--- src/hw/rtl/bso_pkg.sv ---
// Package for the band-limited sawtooth oscillator: widths, reset values,
// register indexes, polynomial coefficients and the sequencer state type.
// No dependencies; every other file of the block refers to it by scoped names.
`timescale 1ns / 1ps

package bso_pkg;

  // Default structural limits for the top level.
  localparam int unsigned MAX_HARMONICS_DEF    = 64;
  localparam int unsigned SINE_TABLE_DEPTH_DEF = 1024;
  localparam int unsigned MAX_CHANNELS_DEF     = 8;

  // Payload and register widths.
  localparam int unsigned SAMPLE_W   = 16;
  localparam int unsigned CHAN_W     = 3;
  localparam int unsigned PEAK_W     = 17;
  localparam int unsigned PHASE_W    = 32;
  localparam int unsigned HCOUNT_W   = 7;
  localparam int unsigned CCOUNT_W   = 4;
  localparam int unsigned AMP_W      = 15;
  localparam int unsigned CFG_IDX_W  = 3;
  localparam int unsigned CFG_DATA_W = 32;

  // Accumulator width: enough for the unsaturated sum of up to 256 harmonics.
  localparam int unsigned ACC_W = 20;

  // Restoring divider: 34-bit dividend, one quotient bit per cycle.
  localparam int unsigned DIV_STEPS = 34;
  localparam int unsigned DIV_CNT_W = 6;

  // Register reset values.
  localparam logic                MODE_RST   = 1'b0;
  localparam logic [PHASE_W-1:0]  STEP_RST   = '0;
  localparam logic [HCOUNT_W-1:0] HCOUNT_RST = 7'd1;
  localparam logic [CCOUNT_W-1:0] CCOUNT_RST = 4'd1;
  localparam logic [AMP_W-1:0]    AMP_RST    = 15'd32767;

  // Mode and pass codes.
  localparam logic MODE_BANDLIMITED = 1'b0;
  localparam logic MODE_NAIVE       = 1'b1;
  localparam logic OP_MEASURE       = 1'b0;
  localparam logic OP_OUTPUT        = 1'b1;

  // Fixed-point constants.
  localparam int unsigned WEIGHT_ONE  = 65536;
  localparam int unsigned QUARTER_ONE = 32768;
  localparam int unsigned SINE_MAX    = 32767;
  localparam int unsigned SUM_LIMIT   = 131071;
  localparam int unsigned POLY_C0     = 153;
  localparam int unsigned POLY_C1     = 2611;
  localparam int unsigned POLY_C2     = 21167;
  localparam int unsigned POLY_C3     = 51472;
  localparam logic signed [SAMPLE_W-1:0] SAMPLE_MAX = 16'sh7fff;
  localparam logic signed [SAMPLE_W-1:0] SAMPLE_MIN = 16'sh8000;

  typedef enum logic [CFG_IDX_W-1:0] {
    REG_MODE       = 3'd0,
    REG_PHASE_STEP = 3'd1,
    REG_HCOUNT     = 3'd2,
    REG_CCOUNT     = 3'd3,
    REG_AMPLITUDE  = 3'd4
  } cfg_reg_e;

  typedef enum logic [4:0] {
    ST_IDLE,
    ST_NAIVE_LO,
    ST_NAIVE_HI,
    ST_NAIVE_SUM,
    ST_U2,
    ST_T1,
    ST_T2,
    ST_T3,
    ST_SINE,
    ST_TERM,
    ST_ACC,
    ST_SUM,
    ST_NUM,
    ST_DIV_INIT,
    ST_DIV,
    ST_SAT,
    ST_FINISH
  } bso_state_e;

endpackage

--- src/hw/rtl/bso_if.sv ---
// Channel interfaces of the band-limited sawtooth oscillator: input slots,
// result samples and configuration writes, each with valid/ready.
// Depends on bso_pkg for the payload widths.
`timescale 1ns / 1ps

interface bso_in_if;
  logic valid;
  logic ready;
  logic op;
  logic restart;

  modport source (output valid, output op, output restart, input ready);
  modport sink (input valid, input op, input restart, output ready);
endinterface

interface bso_out_if;
  logic                                  valid;
  logic                                  ready;
  logic signed [bso_pkg::SAMPLE_W-1:0]   sample;
  logic        [bso_pkg::CHAN_W-1:0]     channel;
  logic        [bso_pkg::PEAK_W-1:0]     peak;

  modport source (output valid, output sample, output channel, output peak, input ready);
  modport sink (input valid, input sample, input channel, input peak, output ready);
endinterface

interface bso_cfg_if;
  logic                              valid;
  logic                              ready;
  logic [bso_pkg::CFG_IDX_W-1:0]     index;
  logic [bso_pkg::CFG_DATA_W-1:0]    data;

  modport source (output valid, output index, output data, input ready);
  modport sink (input valid, input index, input data, output ready);
endinterface

--- src/hw/rtl/bandlimited_saw_oscillator.sv ---
// Each harmonic runs U2, T1, T2, T3 and SINE for the sine polynomial, TERM for the
// 1/k weight and ACC to accumulate; the multiplies share one 17x17 multiplier. An
// output pass with a nonzero peak then scales with a restoring divider; a naive
// ramp runs NAIVE_LO, NAIVE_HI and NAIVE_SUM instead. One slot is in work at a
// time; the output register lets a new slot start while the previous result
// waits. Reset is asynchronous.
`timescale 1ns / 1ps

module bandlimited_saw_oscillator #(
  parameter int unsigned MAX_HARMONICS    = bso_pkg::MAX_HARMONICS_DEF,
  parameter int unsigned SINE_TABLE_DEPTH = bso_pkg::SINE_TABLE_DEPTH_DEF,
  parameter int unsigned MAX_CHANNELS     = bso_pkg::MAX_CHANNELS_DEF
) (
  input  logic           clk_i,
  input  logic           rst_ni,
  bso_in_if.sink         in_i,
  bso_out_if.source      out_o,
  bso_cfg_if.sink        cfg_i
);

  // Sine quantisation: the table depth is a power of two, so the index is the
  // top bits of the phase and the quarter-wave position a shifted low part.
  localparam int unsigned SineBits = $clog2(SINE_TABLE_DEPTH);
  localparam int unsigned KBits    = $clog2(MAX_HARMONICS + 1);
  localparam int unsigned WIdxBits = (MAX_HARMONICS > 1) ? $clog2(MAX_HARMONICS) : 1;
  localparam int unsigned HCmpW    = (KBits > bso_pkg::HCOUNT_W) ? KBits : bso_pkg::HCOUNT_W;
  localparam int unsigned SlotBits = (MAX_CHANNELS > 1) ? $clog2(MAX_CHANNELS) : 1;

  // Configuration registers.
  logic                             mode_q;
  logic [bso_pkg::PHASE_W-1:0]      step_q;
  logic [bso_pkg::HCOUNT_W-1:0]     hcount_q;
  logic [bso_pkg::CCOUNT_W-1:0]     ccount_q;
  logic [bso_pkg::AMP_W-1:0]        amp_q;

  // Oscillator state.
  bso_pkg::bso_state_e              state_q, state_d;
  logic [bso_pkg::PHASE_W-1:0]      phase_q, phase_d;
  logic [SlotBits-1:0]              slot_q, slot_d;
  logic [bso_pkg::PEAK_W-1:0]       peak_q, peak_d;
  logic                             out_valid_q, out_valid_d;

  // Working registers of the sequencer.
  logic                             op_q, op_d;
  logic [bso_pkg::PHASE_W-1:0]      ph_acc_q, ph_acc_d;
  logic [KBits-1:0]                 k_q, k_d;
  logic [15:0]                      u_q, u_d;
  logic [15:0]                      u2_q, u2_d;
  logic [15:0]                      t_q, t_d;
  logic [14:0]                      s_q, s_d;
  logic                             quad_hi_q, quad_hi_d;
  logic [16:0]                      term_q, term_d;
  logic                             term_neg_q, term_neg_d;
  logic signed [bso_pkg::ACC_W-1:0] acc_q, acc_d;
  logic [bso_pkg::PEAK_W-1:0]       sum_mag_q, sum_mag_d;
  logic                             sum_neg_q, sum_neg_d;
  logic [14:0]                      lo_q, lo_d;
  logic [31:0]                      prod_q, prod_d;
  logic [33:0]                      num_q, num_d;
  logic [18:0]                      rem_q, rem_d;
  logic [bso_pkg::DIV_CNT_W-1:0]    div_cnt_q, div_cnt_d;
  logic signed [bso_pkg::SAMPLE_W-1:0] sample_q, sample_d;

  // Output register.
  logic signed [bso_pkg::SAMPLE_W-1:0] out_sample_q, out_sample_d;
  logic [bso_pkg::CHAN_W-1:0]       out_chan_q, out_chan_d;
  logic [bso_pkg::PEAK_W-1:0]       out_peak_q, out_peak_d;

  // Combinational helpers.
  logic                             in_acc;
  logic                             out_free;
  logic [HCmpW-1:0]                 h_eff;
  logic [4:0]                       cc_eff;
  logic [SineBits-1:0]              sine_idx;
  logic [1:0]                       quad;
  logic [15:0]                      u_raw;
  logic [15:0]                      u_c;
  logic [16:0]                      weight_tab [MAX_HARMONICS];
  logic [KBits-1:0]                 k_minus1;
  logic [16:0]                      weight;
  logic [16:0]                      mul_a, mul_b;
  logic [33:0]                      mul_p;
  logic [18:0]                      p15;
  logic [bso_pkg::ACC_W-1:0]        acc_abs;
  logic [bso_pkg::PEAK_W-1:0]       sum_mag_c;
  logic [18:0]                      rem_sh;
  logic [18:0]                      den;
  logic [31:0]                      ramp_sum;

  // Harmonic weights round(65536 / k), worked out at elaboration.
  for (genvar g = 0; g < MAX_HARMONICS; g++) begin : g_weight
    localparam int unsigned Wt = (bso_pkg::WEIGHT_ONE + (g + 1) / 2) / (g + 1);
    assign weight_tab[g] = 17'(Wt);
  end

  assign in_acc   = in_i.valid && in_i.ready;
  assign out_free = !out_valid_q || out_o.ready;

  assign h_eff = (HCmpW'(hcount_q) > HCmpW'(MAX_HARMONICS)) ? HCmpW'(MAX_HARMONICS)
                                                             : HCmpW'(hcount_q);
  assign cc_eff = (ccount_q == '0) ? 5'd1
                : (5'(ccount_q) > 5'(MAX_CHANNELS)) ? 5'(MAX_CHANNELS) : 5'(ccount_q);

  assign sine_idx = ph_acc_q[bso_pkg::PHASE_W-1 -: SineBits];
  assign quad     = sine_idx[SineBits-1 -: 2];
  assign u_raw    = 16'(sine_idx[SineBits-3:0]) << (17 - SineBits);
  assign u_c      = quad[0] ? 16'(17'(bso_pkg::QUARTER_ONE) - 17'(u_raw)) : u_raw;

  assign k_minus1 = k_q - KBits'(1);
  assign weight   = weight_tab[k_minus1[WIdxBits-1:0]];

  // The one shared multiplier; its operands follow the sequencer step.
  always_comb begin
    mul_a = '0;
    mul_b = '0;
    unique case (state_q)
      bso_pkg::ST_NAIVE_LO: begin
        mul_a = 17'(amp_q);
        mul_b = 17'(phase_q[15:0]);
      end
      bso_pkg::ST_NAIVE_HI: begin
        mul_a = 17'(amp_q);
        mul_b = 17'(phase_q[31:16]);
      end
      bso_pkg::ST_U2: begin
        mul_a = 17'(u_c);
        mul_b = 17'(u_c);
      end
      bso_pkg::ST_T1: begin
        mul_a = 17'(u2_q);
        mul_b = 17'(bso_pkg::POLY_C0);
      end
      bso_pkg::ST_T2, bso_pkg::ST_T3: begin
        mul_a = 17'(u2_q);
        mul_b = 17'(t_q);
      end
      bso_pkg::ST_SINE: begin
        mul_a = 17'(u_q);
        mul_b = 17'(t_q);
      end
      bso_pkg::ST_TERM: begin
        mul_a = 17'(s_q);
        mul_b = weight;
      end
      bso_pkg::ST_NUM: begin
        mul_a = sum_mag_q;
        mul_b = 17'(amp_q);
      end
      default: begin
      end
    endcase
  end

  assign mul_p = 34'(mul_a) * 34'(mul_b);
  assign p15   = mul_p[33:15];

  assign acc_abs   = acc_q[bso_pkg::ACC_W-1] ? bso_pkg::ACC_W'(-acc_q)
                                             : bso_pkg::ACC_W'(acc_q);
  assign sum_mag_c = (acc_abs > bso_pkg::ACC_W'(bso_pkg::SUM_LIMIT))
                   ? bso_pkg::PEAK_W'(bso_pkg::SUM_LIMIT) : acc_abs[bso_pkg::PEAK_W-1:0];

  assign rem_sh   = {rem_q[17:0], num_q[33]};
  assign den      = {1'b0, peak_q, 1'b0};
  assign ramp_sum = prod_q + 32'(lo_q);

  // Next state.
  always_comb begin
    state_d = state_q;
    unique case (state_q)
      bso_pkg::ST_IDLE: begin
        if (in_acc) begin
          if (mode_q == bso_pkg::MODE_NAIVE) begin
            state_d = bso_pkg::ST_NAIVE_LO;
          end else if (h_eff == '0) begin
            state_d = bso_pkg::ST_SUM;
          end else begin
            state_d = bso_pkg::ST_U2;
          end
        end
      end
      bso_pkg::ST_NAIVE_LO:  state_d = bso_pkg::ST_NAIVE_HI;
      bso_pkg::ST_NAIVE_HI:  state_d = bso_pkg::ST_NAIVE_SUM;
      bso_pkg::ST_NAIVE_SUM: state_d = bso_pkg::ST_FINISH;
      bso_pkg::ST_U2:        state_d = bso_pkg::ST_T1;
      bso_pkg::ST_T1:        state_d = bso_pkg::ST_T2;
      bso_pkg::ST_T2:        state_d = bso_pkg::ST_T3;
      bso_pkg::ST_T3:        state_d = bso_pkg::ST_SINE;
      bso_pkg::ST_SINE:      state_d = bso_pkg::ST_TERM;
      bso_pkg::ST_TERM:      state_d = bso_pkg::ST_ACC;
      bso_pkg::ST_ACC: begin
        if (HCmpW'(k_q) == h_eff) begin
          state_d = bso_pkg::ST_SUM;
        end else begin
          state_d = bso_pkg::ST_U2;
        end
      end
      bso_pkg::ST_SUM: begin
        if (op_q == bso_pkg::OP_MEASURE || peak_q == '0) begin
          state_d = bso_pkg::ST_FINISH;
        end else begin
          state_d = bso_pkg::ST_NUM;
        end
      end
      bso_pkg::ST_NUM:       state_d = bso_pkg::ST_DIV_INIT;
      bso_pkg::ST_DIV_INIT:  state_d = bso_pkg::ST_DIV;
      bso_pkg::ST_DIV: begin
        if (div_cnt_q == bso_pkg::DIV_CNT_W'(bso_pkg::DIV_STEPS - 1)) begin
          state_d = bso_pkg::ST_SAT;
        end
      end
      bso_pkg::ST_SAT:       state_d = bso_pkg::ST_FINISH;
      bso_pkg::ST_FINISH: begin
        if (out_free) begin
          state_d = bso_pkg::ST_IDLE;
        end
      end
      default:               state_d = bso_pkg::ST_IDLE;
    endcase
  end

  // Datapath and output register updates for each step.
  always_comb begin
    phase_d      = phase_q;
    slot_d       = slot_q;
    peak_d       = peak_q;
    op_d         = op_q;
    ph_acc_d     = ph_acc_q;
    k_d          = k_q;
    u_d          = u_q;
    u2_d         = u2_q;
    t_d          = t_q;
    s_d          = s_q;
    quad_hi_d    = quad_hi_q;
    term_d       = term_q;
    term_neg_d   = term_neg_q;
    acc_d        = acc_q;
    sum_mag_d    = sum_mag_q;
    sum_neg_d    = sum_neg_q;
    lo_d         = lo_q;
    prod_d       = prod_q;
    num_d        = num_q;
    rem_d        = rem_q;
    div_cnt_d    = div_cnt_q;
    sample_d     = sample_q;
    out_sample_d = out_sample_q;
    out_chan_d   = out_chan_q;
    out_peak_d   = out_peak_q;
    out_valid_d  = out_valid_q && !out_o.ready;

    unique case (state_q)
      bso_pkg::ST_IDLE: begin
        if (in_acc) begin
          op_d     = in_i.op;
          k_d      = KBits'(1);
          acc_d    = '0;
          ph_acc_d = in_i.restart ? '0 : phase_q;
          if (in_i.restart) begin
            phase_d = '0;
            slot_d  = '0;
            if (in_i.op == bso_pkg::OP_MEASURE) begin
              peak_d = '0;
            end
          end
        end
      end
      bso_pkg::ST_NAIVE_LO: lo_d = mul_p[30:16];
      bso_pkg::ST_NAIVE_HI: prod_d = mul_p[31:0];
      bso_pkg::ST_NAIVE_SUM: begin
        // Ramp runs from -amplitude up to just below +amplitude over one turn.
        sample_d = bso_pkg::SAMPLE_W'(18'(ramp_sum[31:15]) - 18'(amp_q));
      end
      bso_pkg::ST_U2: begin
        u_d       = u_c;
        quad_hi_d = quad[1];
        u2_d      = mul_p[30:15];
      end
      bso_pkg::ST_T1: t_d = 16'(19'(bso_pkg::POLY_C1) - p15);
      bso_pkg::ST_T2: t_d = 16'(19'(bso_pkg::POLY_C2) - p15);
      bso_pkg::ST_T3: t_d = 16'(19'(bso_pkg::POLY_C3) - p15);
      bso_pkg::ST_SINE: begin
        s_d = (p15 > 19'(bso_pkg::SINE_MAX)) ? 15'(bso_pkg::SINE_MAX) : p15[14:0];
      end
      bso_pkg::ST_TERM: begin
        // Even harmonics enter with the opposite sign.
        term_d     = p15[16:0];
        term_neg_d = quad_hi_q ^ ~k_q[0];
      end
      bso_pkg::ST_ACC: begin
        acc_d    = term_neg_q ? acc_q - bso_pkg::ACC_W'(term_q)
                              : acc_q + bso_pkg::ACC_W'(term_q);
        k_d      = k_q + KBits'(1);
        ph_acc_d = ph_acc_q + phase_q;
      end
      bso_pkg::ST_SUM: begin
        sum_mag_d = sum_mag_c;
        sum_neg_d = acc_q[bso_pkg::ACC_W-1];
        sample_d  = '0;
        if (op_q == bso_pkg::OP_MEASURE && sum_mag_c > peak_q) begin
          peak_d = sum_mag_c;
        end
      end
      bso_pkg::ST_NUM: prod_d = mul_p[31:0];
      bso_pkg::ST_DIV_INIT: begin
        // Dividend 2*|sum|*amplitude + peak over divisor 2*peak rounds to nearest.
        num_d     = {prod_q, 1'b0} + 34'(peak_q);
        rem_d     = '0;
        div_cnt_d = '0;
      end
      bso_pkg::ST_DIV: begin
        div_cnt_d = div_cnt_q + bso_pkg::DIV_CNT_W'(1);
        if (rem_sh >= den) begin
          rem_d = rem_sh - den;
          num_d = {num_q[32:0], 1'b1};
        end else begin
          rem_d = rem_sh;
          num_d = {num_q[32:0], 1'b0};
        end
      end
      bso_pkg::ST_SAT: begin
        if (sum_neg_q) begin
          sample_d = (num_q > 34'(bso_pkg::QUARTER_ONE)) ? bso_pkg::SAMPLE_MIN
                                                         : 16'(17'd0 - num_q[16:0]);
        end else begin
          sample_d = (num_q > 34'(bso_pkg::SINE_MAX)) ? bso_pkg::SAMPLE_MAX
                                                      : 16'(num_q[15:0]);
        end
      end
      bso_pkg::ST_FINISH: begin
        if (out_free) begin
          out_valid_d  = 1'b1;
          out_sample_d = sample_q;
          out_chan_d   = bso_pkg::CHAN_W'(slot_q);
          out_peak_d   = peak_q;
          // A slot at or past the last channel closes the frame.
          if (5'(slot_q) + 5'd1 >= cc_eff) begin
            slot_d  = '0;
            phase_d = phase_q + step_q;
          end else begin
            slot_d  = slot_q + SlotBits'(1);
          end
        end
      end
      default: begin
      end
    endcase
  end

  always_ff @(posedge clk_i or negedge rst_ni) begin
    if (!rst_ni) begin
      state_q     <= bso_pkg::ST_IDLE;
      out_valid_q <= 1'b0;
      phase_q     <= '0;
      slot_q      <= '0;
      peak_q      <= '0;
      mode_q      <= bso_pkg::MODE_RST;
      step_q      <= bso_pkg::STEP_RST;
      hcount_q    <= bso_pkg::HCOUNT_RST;
      ccount_q    <= bso_pkg::CCOUNT_RST;
      amp_q       <= bso_pkg::AMP_RST;
    end else begin
      state_q     <= state_d;
      out_valid_q <= out_valid_d;
      phase_q     <= phase_d;
      slot_q      <= slot_d;
      peak_q      <= peak_d;
      if (cfg_i.valid && cfg_i.ready) begin
        unique case (bso_pkg::cfg_reg_e'(cfg_i.index))
          bso_pkg::REG_MODE:       mode_q   <= cfg_i.data[0];
          bso_pkg::REG_PHASE_STEP: step_q   <= cfg_i.data[bso_pkg::PHASE_W-1:0];
          bso_pkg::REG_HCOUNT:     hcount_q <= cfg_i.data[bso_pkg::HCOUNT_W-1:0];
          bso_pkg::REG_CCOUNT:     ccount_q <= cfg_i.data[bso_pkg::CCOUNT_W-1:0];
          bso_pkg::REG_AMPLITUDE:  amp_q    <= cfg_i.data[bso_pkg::AMP_W-1:0];
          default: begin
          end
        endcase
      end
    end
  end

  always_ff @(posedge clk_i) begin
    op_q         <= op_d;
    ph_acc_q     <= ph_acc_d;
    k_q          <= k_d;
    u_q          <= u_d;
    u2_q         <= u2_d;
    t_q          <= t_d;
    s_q          <= s_d;
    quad_hi_q    <= quad_hi_d;
    term_q       <= term_d;
    term_neg_q   <= term_neg_d;
    acc_q        <= acc_d;
    sum_mag_q    <= sum_mag_d;
    sum_neg_q    <= sum_neg_d;
    lo_q         <= lo_d;
    prod_q       <= prod_d;
    num_q        <= num_d;
    rem_q        <= rem_d;
    div_cnt_q    <= div_cnt_d;
    sample_q     <= sample_d;
    out_sample_q <= out_sample_d;
    out_chan_q   <= out_chan_d;
    out_peak_q   <= out_peak_d;
  end

  assign in_i.ready    = (state_q == bso_pkg::ST_IDLE);
  assign cfg_i.ready   = 1'b1;
  assign out_o.valid   = out_valid_q;
  assign out_o.sample  = out_sample_q;
  assign out_o.channel = out_chan_q;
  assign out_o.peak    = out_peak_q;

endmodule
--- src/flat_wrapper.sv ---
// flat-port wrapper written by rule: the top's interface ports become plain ports
module bandlimited_saw_oscillator_flat 
#(
  parameter int unsigned MAX_HARMONICS    = bso_pkg::MAX_HARMONICS_DEF,
  parameter int unsigned SINE_TABLE_DEPTH = bso_pkg::SINE_TABLE_DEPTH_DEF,
  parameter int unsigned MAX_CHANNELS     = bso_pkg::MAX_CHANNELS_DEF
)
  (clk_i, rst_ni, in_i_valid, in_i_op, in_i_restart, in_i_ready, out_o_valid, out_o_sample, out_o_channel, out_o_peak, out_o_ready, cfg_i_valid, cfg_i_index, cfg_i_data, cfg_i_ready);
  bso_in_if in_i_i ();
  bso_out_if out_o_i ();
  bso_cfg_if cfg_i_i ();
  input  logic clk_i;
  input  logic rst_ni;
  input wire logic [$bits(in_i_i.valid)-1:0] in_i_valid;
  input wire logic [$bits(in_i_i.op)-1:0] in_i_op;
  input wire logic [$bits(in_i_i.restart)-1:0] in_i_restart;
  output wire logic [$bits(in_i_i.ready)-1:0] in_i_ready;
  output wire logic [$bits(out_o_i.valid)-1:0] out_o_valid;
  output wire logic [$bits(out_o_i.sample)-1:0] out_o_sample;
  output wire logic [$bits(out_o_i.channel)-1:0] out_o_channel;
  output wire logic [$bits(out_o_i.peak)-1:0] out_o_peak;
  input wire logic [$bits(out_o_i.ready)-1:0] out_o_ready;
  input wire logic [$bits(cfg_i_i.valid)-1:0] cfg_i_valid;
  input wire logic [$bits(cfg_i_i.index)-1:0] cfg_i_index;
  input wire logic [$bits(cfg_i_i.data)-1:0] cfg_i_data;
  output wire logic [$bits(cfg_i_i.ready)-1:0] cfg_i_ready;
  assign in_i_i.valid = in_i_valid;
  assign in_i_i.op = in_i_op;
  assign in_i_i.restart = in_i_restart;
  assign in_i_ready = in_i_i.ready;
  assign out_o_valid = out_o_i.valid;
  assign out_o_sample = out_o_i.sample;
  assign out_o_channel = out_o_i.channel;
  assign out_o_peak = out_o_i.peak;
  assign out_o_i.ready = out_o_ready;
  assign cfg_i_i.valid = cfg_i_valid;
  assign cfg_i_i.index = cfg_i_index;
  assign cfg_i_i.data = cfg_i_data;
  assign cfg_i_ready = cfg_i_i.ready;
  bandlimited_saw_oscillator #(.MAX_HARMONICS(MAX_HARMONICS), .SINE_TABLE_DEPTH(SINE_TABLE_DEPTH), .MAX_CHANNELS(MAX_CHANNELS)) u_core (.clk_i(clk_i), .rst_ni(rst_ni), .in_i(in_i_i), .out_o(out_o_i), .cfg_i(cfg_i_i));
endmodule
--- config.mk ---
export PLATFORM = sky130hd
export DESIGN_NAME = bandlimited_saw_oscillator_flat
export DESIGN_NICKNAME = d
export VERILOG_FILES = /design/src/hw/rtl/bso_pkg.sv /design/src/hw/rtl/bso_if.sv /design/src/hw/rtl/bandlimited_saw_oscillator.sv /design/src/flat_wrapper.sv
export SDC_FILE = /design/constraint.sdc
export NUM_CORES = 2
export LEC_CHECK = 0
export BUFFER_PORTS_ARGS = -buffer_cell sky130_fd_sc_hd__buf_2
export CAP_MARGIN = 25
export CELL_PAD_IN_SITES_DETAIL_PLACEMENT = 1
export CELL_PAD_IN_SITES_GLOBAL_PLACEMENT = 1
export CORE_MARGIN = 4
export CORE_UTILIZATION = 55
export CTS_CLUSTER_SIZE = 12
export DETAILED_ROUTE_END_ITERATION = 10
export PLACE_DENSITY = 0.92
export RECOVER_POWER = 50
export SLEW_MARGIN = 30
export SYNTH_ARGS = -nofsm -noshare
export SYNTH_HDL_FRONTEND = slang
export SYNTH_SLANG_ARGS = --single-unit
--- constraint.sdc ---
create_clock -name clk_i -period 17 [get_ports clk_i]
set_clock_uncertainty 0.05 [all_clocks]
set_input_delay 0.85 -clock clk_i [delete_from_list [all_inputs] [get_ports clk_i]]
set_output_delay 0.85 -clock clk_i [all_outputs]
set_load 0.02 [all_outputs]
# Yosys cells after proc, flatten, opt, wreduce, memory -nomap -nowiden

Memories as Yosys holds them, arrays and structs flattened.
Cells that the tools add are included.

Divide/modulo/power cells: 0
Multiplexer cells: 51
$mul: 1
Bitwise gates (word level): 4
Reduce and logical (&&, ||, !) cells: 35
Magnitude comparators: 10
Shift operators: 0
Equality and inequality tests: 29
Add/subtract/negate cells: 19

Operator list:

| kind                   | number |
|---|---|
| $mux W32               | 4 |
| $pmux W32 S2           | 2 |
| $mux W17               | 7 |
| $pmux W17 S7           | 1 |
| $pmux W17 S6           | 1 |
| $pmux W16 S3           | 2 |
| $pmux W5 S16           | 1 |
| $pmux W34 S2           | 1 |
| $add A32 B32 Y32       | 2 |
| $mux W16               | 4 |
| $mux W20               | 3 |
| $eq A5 B4 Y1 const B   | 8 |
| $pmux W20 S2           | 1 |
| $pmux W18 S2           | 1 |
| $add A33 B17 Y34       | 1 |
| $gt A34 B15 Y1 const B | 1 |
| $gt A34 B16 Y1 const B | 1 |
| $mul A17 B17 Y34       | 1 |
| $pmux W17 S2           | 1 |
| $add A31 B15 Y31       | 1 |
| $mux W5                | 6 |
| $add A20 B17 Y20       | 1 |
| $eq A5 B3 Y1 const B   | 4 |
| $gt A20 B17 Y1 const B | 1 |
| 58 further kinds       | 93 |

Memory bits (read-only): 1088
Bits of input ports: 42
Bits in latches: 0
Bits in registers: 434
Bits in writable memories: 0
Word-level logic and storage cells: 182
Output and inout bits: 39
Memories kept: 1

Memories:

| memory          | depth | bits a word | rd ports | clocked after Yosys merged registers in | wr ports | RTL line                          | RTL |
|---|---|---|---|---|---|---|---|
| (no name shown) | 64    | 17          | 1        | 0                                       | 0        | bandlimited_saw_oscillator.sv:110 | `assign weight = weight_tab[k_minus1[WIdxBits-1:0]];` |

# Logic depth before layout (Yosys ltp)

Depth in word-level cells: 9
Gate-level depth with buffers: 42
Mapped depth without buffers: 38

# Worst setup path after synthesis

No wires, ideal clock.

Kind: reg2reg
Start point: register u_core.state_q[1]
End point: register u_core.t_q[14], data pin
Stages on the path, launching flop included: 31
Library setup time: 0.254 ns
Buffers on the path: 2
Data arrival time: 10.244 ns
Required time: 16.696 ns
Period minus slack after synthesis: 10.548 ns
Slack: 6.452 ns
Cell sequence: dfrtp_1 -> clkbuf_1 -> nor2_1 -> nand2_1 -> nor3_1 -> nand2_1 -> and3_1 -> clkbuf_1 -> nor2_1 -> fa_1 -> fa_1 -> fa_1 -> fa_1 -> fa_1 -> inv_1 -> fa_1 -> inv_1 -> ha_1 -> a21o_1 -> a31o_2 -> mux2_1 -> a311oi_1 -> nand3_1 -> inv_2 -> ha_1 -> a31o_2 -> a31oi_1 -> o31ai_1 -> nand2_1 -> a221o_1 -> a21o_1

Word-level cells in the longest chain between the ends: 6
Elaborated cells between the ends (all ways): 19
Those cells by class: add/sub (3); mul (1); eq/ne (9); mux (3); reduce/logical (3)

Ends and longest elaborated chain:

| element                                                               | RTL line                          | RTL |
|---|---|---|
| start: declaration                                                    | bandlimited_saw_oscillator.sv:37  | `bso_pkg::bso_state_e state_q, state_d;` |
| start signal: assignment                                              | bandlimited_saw_oscillator.sv:350 | `state_q <= bso_pkg::ST_IDLE;` |
| start signal: assignment                                              | bandlimited_saw_oscillator.sv:361 | `state_q <= state_d;` |
| $eq A5 B3 Y1, or another cell as far along                            | bandlimited_saw_oscillator.sv:116 | `unique case (state_q)` |
| $reduce_or A3 Y1 (no source line) or $reduce_or A2 Y1 (tied branches) | -                                 |  |
| $pmux W17 S7 or $pmux W17 S6 (tied branches)                          | bandlimited_saw_oscillator.sv:116 |  |
| $mul A17 B17 Y34 *                                                    | bandlimited_saw_oscillator.sv:154 | `assign mul_p = 34'(mul_a) * 34'(mul_b);` |
| named net u_core.mul_p[19]                                            | bandlimited_saw_oscillator.sv:82  | `logic [33:0] mul_p;` |
| $sub A16 B16 Y16, or another cell as far along                        | bandlimited_saw_oscillator.sv:279 | `bso_pkg::ST_T3: t_d = 16'(19'(bso_pkg::POLY_C3) - p15);` |
| $pmux W16 S3 *                                                        | bandlimited_saw_oscillator.sv:250 | `unique case (state_q)` |
| named net u_core.t_d[14]                                              | bandlimited_saw_oscillator.sv:49  | `logic [15:0] t_q, t_d;` |
| end signal: assignment                                                | bandlimited_saw_oscillator.sv:386 | `t_q <= t_d;` |
| end: declaration                                                      | bandlimited_saw_oscillator.sv:49  |  |

Mark *: on every way through the listed nets, which the timed path passes. The rest lies on a longest branch.
A chain may end at the register's enable or synchronous reset.

# Final worst setup path

Start point: register u_core.state_q[2]
End point: register u_core.t_q[14], data pin

The elaborated chain is that of the path after synthesis.

==> flow_metrics.env <==
export IMPL_grt_pass1_wl_microns=214000
export IMPL_die_width_microns=268
export IMPL_setup_tns_ns=0
export IMPL_worstPathArrival_ns=12.76
export IMPL_synth_area_leaders="edfxtp_1, fa_1, ha_1"
export IMPL_crit_path_frequent_cell="fa_1"
export IMPL_wirelength_microns=141000
export IMPL_cts_root_buf="clkbuf_16"
export IMPL_htree_levels=2
export IMPL_post_dp_cell_area_sq_mm=0.0384
export IMPL_hold_buffers=0
export IMPL_clock_sinks=427
export IMPL_reg2reg_to="u_core.t_q[14]$_DFFE_PN_"
export IMPL_crit_path_top_delay_cell="clkbuf_1"
export IMPL_slew_viol_final=362
export IMPL_ant_nets=0
export IMPL_min_to="u_core.out_o.sample[12]$_DFFE_PP_"
export IMPL_drive_gt1_share_pct=7.29
export IMPL_reg2reg_from="u_core.state_q[2]$_DFFE_PN0P_"
export IMPL_pin_count=81
export IMPL_hold_worst_slack_ns=0.369
export IMPL_final_hold_viol_count=0
export IMPL_violations="max-capacitance violations, max-slew violations"
export IMPL_row_count=94
export IMPL_reg2regPathDepth=33
export IMPL_grt_max_degree=71
export IMPL_synth_top_cell_area_share_pct=25.1
export IMPL_layout_min_cycle_time_ns=12.35
export IMPL_io_buffers=79
export IMPL_cts_tree="done"
export IMPL_cp_required_ns=17.41
export IMPL_synth_top_area_cell="edfxtp_1"
export IMPL_synth_area_sq_mm=0.0370
export IMPL_die_area_sq_mm=0.0716
export IMPL_netlist_cell_type_count=104
export IMPL_grt_overflow=0
export IMPL_clk_transition_reported_paths_ns=0.06
export IMPL_worstSkewPairLatency_ns=0.60
export IMPL_synth_warnings=0
export IMPL_cp_start_kind="register"
export IMPL_cpPeakStageDelay_ns=1.56
export IMPL_numCtsBuffers=47
export IMPL_grt_pass1_vias=36000
export IMPL_avgSynthCellArea_sq_um=9.44
export IMPL_drt_iter0_drc=3977
export IMPL_fin_cells=4845
export IMPL_grt_setup_unrepaired="false"
export IMPL_status="finished with violations"
export IMPL_min_delay_path_class="register to register"
export IMPL_fin_nets=4511
export IMPL_cts_resized=0
export IMPL_hold_path_startpoint="u_core.sample_q[12]$_DFFE_PP_"
export IMPL_setup_viol=0
export IMPL_drv_cap=8
export IMPL_min_period_over_period_pct=72.6
export IMPL_fp_dieH_microns=268
export IMPL_initial_core_util_pct=56.0
export IMPL_worstHoldPathCells=0
export IMPL_area_delta_synth_final_pct=7.40
export IMPL_fmax_mhz=81.0
export IMPL_ys_flop_type="edfxtp_1"
export IMPL_slew_headroom_pct=-155
export IMPL_drt_first_pass_iters=6
export IMPL_coreArea_sq_mm=0.0662
export IMPL_place_hpwl_microns=104000
export IMPL_crit_type="register to register"
export IMPL_r2r_setup_slack_ns=4.65
export IMPL_cp_max_fo=35
export IMPL_synth_cells=3924
export IMPL_endpoint_kind="register"
export IMPL_drcViolationCount=0
export IMPL_globalplace_congestion=0.956
export IMPL_antenna_found_initial=4
export IMPL_async_reset_ff_share_pct=27.4
export IMPL_grt_use_total_pct=39.0
export IMPL_synth_most_common_cell="nand2_1"
export IMPL_worstMarginPinSlew_ns=3.83
export IMPL_placed_cells=4756
export IMPL_vias=33400
export IMPL_wl_per_cell_microns=29.2
export IMPL_synth_seq_cells=427
export IMPL_design_area_sq_mm=0.0398
export IMPL_clockBufferDepth=3
export IMPL_ys_seq_area_share_pct=33.1
export IMPL_postCtsSetupRepairBufs=0
export IMPL_synth_edff_count=310
export IMPL_synthTopCellsByCount="nand2_1, inv_1, nor2_1"
export IMPL_via_per_inst=6.89
## area by class of cell
type | count | area (sq um)
Antenna cell | 3 | 7.51
Clock buffer | 62 | 1340
Clock inverter | 21 | 149
Fill cell | 7412 | 26400
Inverter | 382 | 1440
Multi-Input combinational cell | 2953 | 22800
Sequential cell | 427 | 12300
Tap cell | 864 | 1080
Timing Repair Buffer | 133 | 712
## stage by stage
step / setup slack, ns / utilization [%]
floorplan: 6.45 / -
global placement: 5.85 / 57.9
detailed placement: 5.48 / 58.0
finish: 4.65 / 60.1
global route: 4.09 / 60.1
CTS: 5.31 / 60.2
## flip-flops by register name, summed over array words and instances (netlist names), 15 cells and up
register             flops
u_core.num_q            34
u_core.ph_acc_q         32
u_core.phase_q          32
u_core.prod_q           32
u_core.step_q           32
u_core.acc_q            20
u_core.rem_q            18
u_core.out_o.peak       17
u_core.peak_q           17
u_core.sum_mag_q        17
u_core.term_q           17
u_core.out_o.sample     16
u_core.sample_q         16
u_core.t_q              16
u_core.u2_q             16
u_core.amp_q            15
u_core.lo_q             15
u_core.s_q              15
## worst max-delay path, delay by kind of cell, from the launching register on
| kind | cells | cell delay (ns) |
|---|---|---|
| AO/OA/AOI/OAI | 8 | 2.48 |
| adder cells (fa/ha/maj) | 8 | 3.76 |
| buffers and inverters | 7 | 2.19 |
| flip-flops | 1 | 1.01 |
| multiplexers | 1 | 0.32 |
| AND/OR/NAND/NOR | 9 | 2.35 |
## cell families (layout without fill, tap and decap cells)
| family | after synthesis | count (layout) | share of synthesized area, % |
|---|---|---|---|
| AND/OR/NAND/NOR | 1283 | 1283 | 16.2 |
| AO/OA/AOI/OAI | 869 | 869 | 15.8 |
| buffers and inverters | 546 | 598 | 5.63 |
| adder cells (fa/ha/maj) | 525 | 525 | 22.4 |
| flip-flops | 427 | 427 | 33.1 |
| XOR/XNOR | 211 | 211 | 5.05 |
| multiplexers | 61 | 61 | 1.80 |
| other | 2 | 7 | 0.0203 |
## cell usage in the layout (no fill, tap or decap), types with 37 or more instances in the layout
master	n
a21o_1	56
clkbuf_1	58
xor2_1	99
dfrtp_1	100
buf_2	39
a31oi_1	52
nor3_1	78
buf_4	41
fa_1	230
xnor2_1	109
clkbuf_16	50
ha_1	295
o21ai_0	199
nand2b_1	41
nand3_1	118
mux2_2	43
o211ai_1	47
edfxtp_1	310
nor2_1	310
inv_1	372
a21oi_1	161
and2_1	42
nand2_1	461
nand3b_1	37
## how the worst max path moves through the flow
stage | startpoint | endpoint | slack, ns | depth (start not counted)
finish | u_core.state_q[2]$_DFFE_PN0P_ | u_core.t_q[14]$_DFFE_PN_ | 4.65 | 33
global route | u_core.state_q[2]$_DFFE_PN0P_ | u_core.t_q[14]$_DFFE_PN_ | 4.09 | 33
CTS | u_core.k_q[0]$_SDFFCE_PN1P_ | u_core.t_q[14]$_DFFE_PN_ | 5.31 | 37
detailed placement | u_core.k_q[0]$_SDFFCE_PN1P_ | u_core.t_q[14]$_DFFE_PN_ | 5.48 | 37
global placement | u_core.k_q[0]$_SDFFCE_PN1P_ | u_core.t_q[14]$_DFFE_PN_ | 5.85 | 38
floorplan | u_core.state_q[1]$_DFFE_PN0P_ | u_core.t_q[14]$_DFFE_PN_ | 6.45 | 30
## metal layers
metal  vias up  GRT usage (%)  wire [microns]
li1      13900              -               -
met1     16700           46.0           50000
met2      2079           64.1           65600
met3       690           8.11           13300
met4         2           27.5           12500
met5         -              0              13
Power is not shown: default switching activity piles up to over one toggle a cycle in this logic, so the estimate is an artifact.
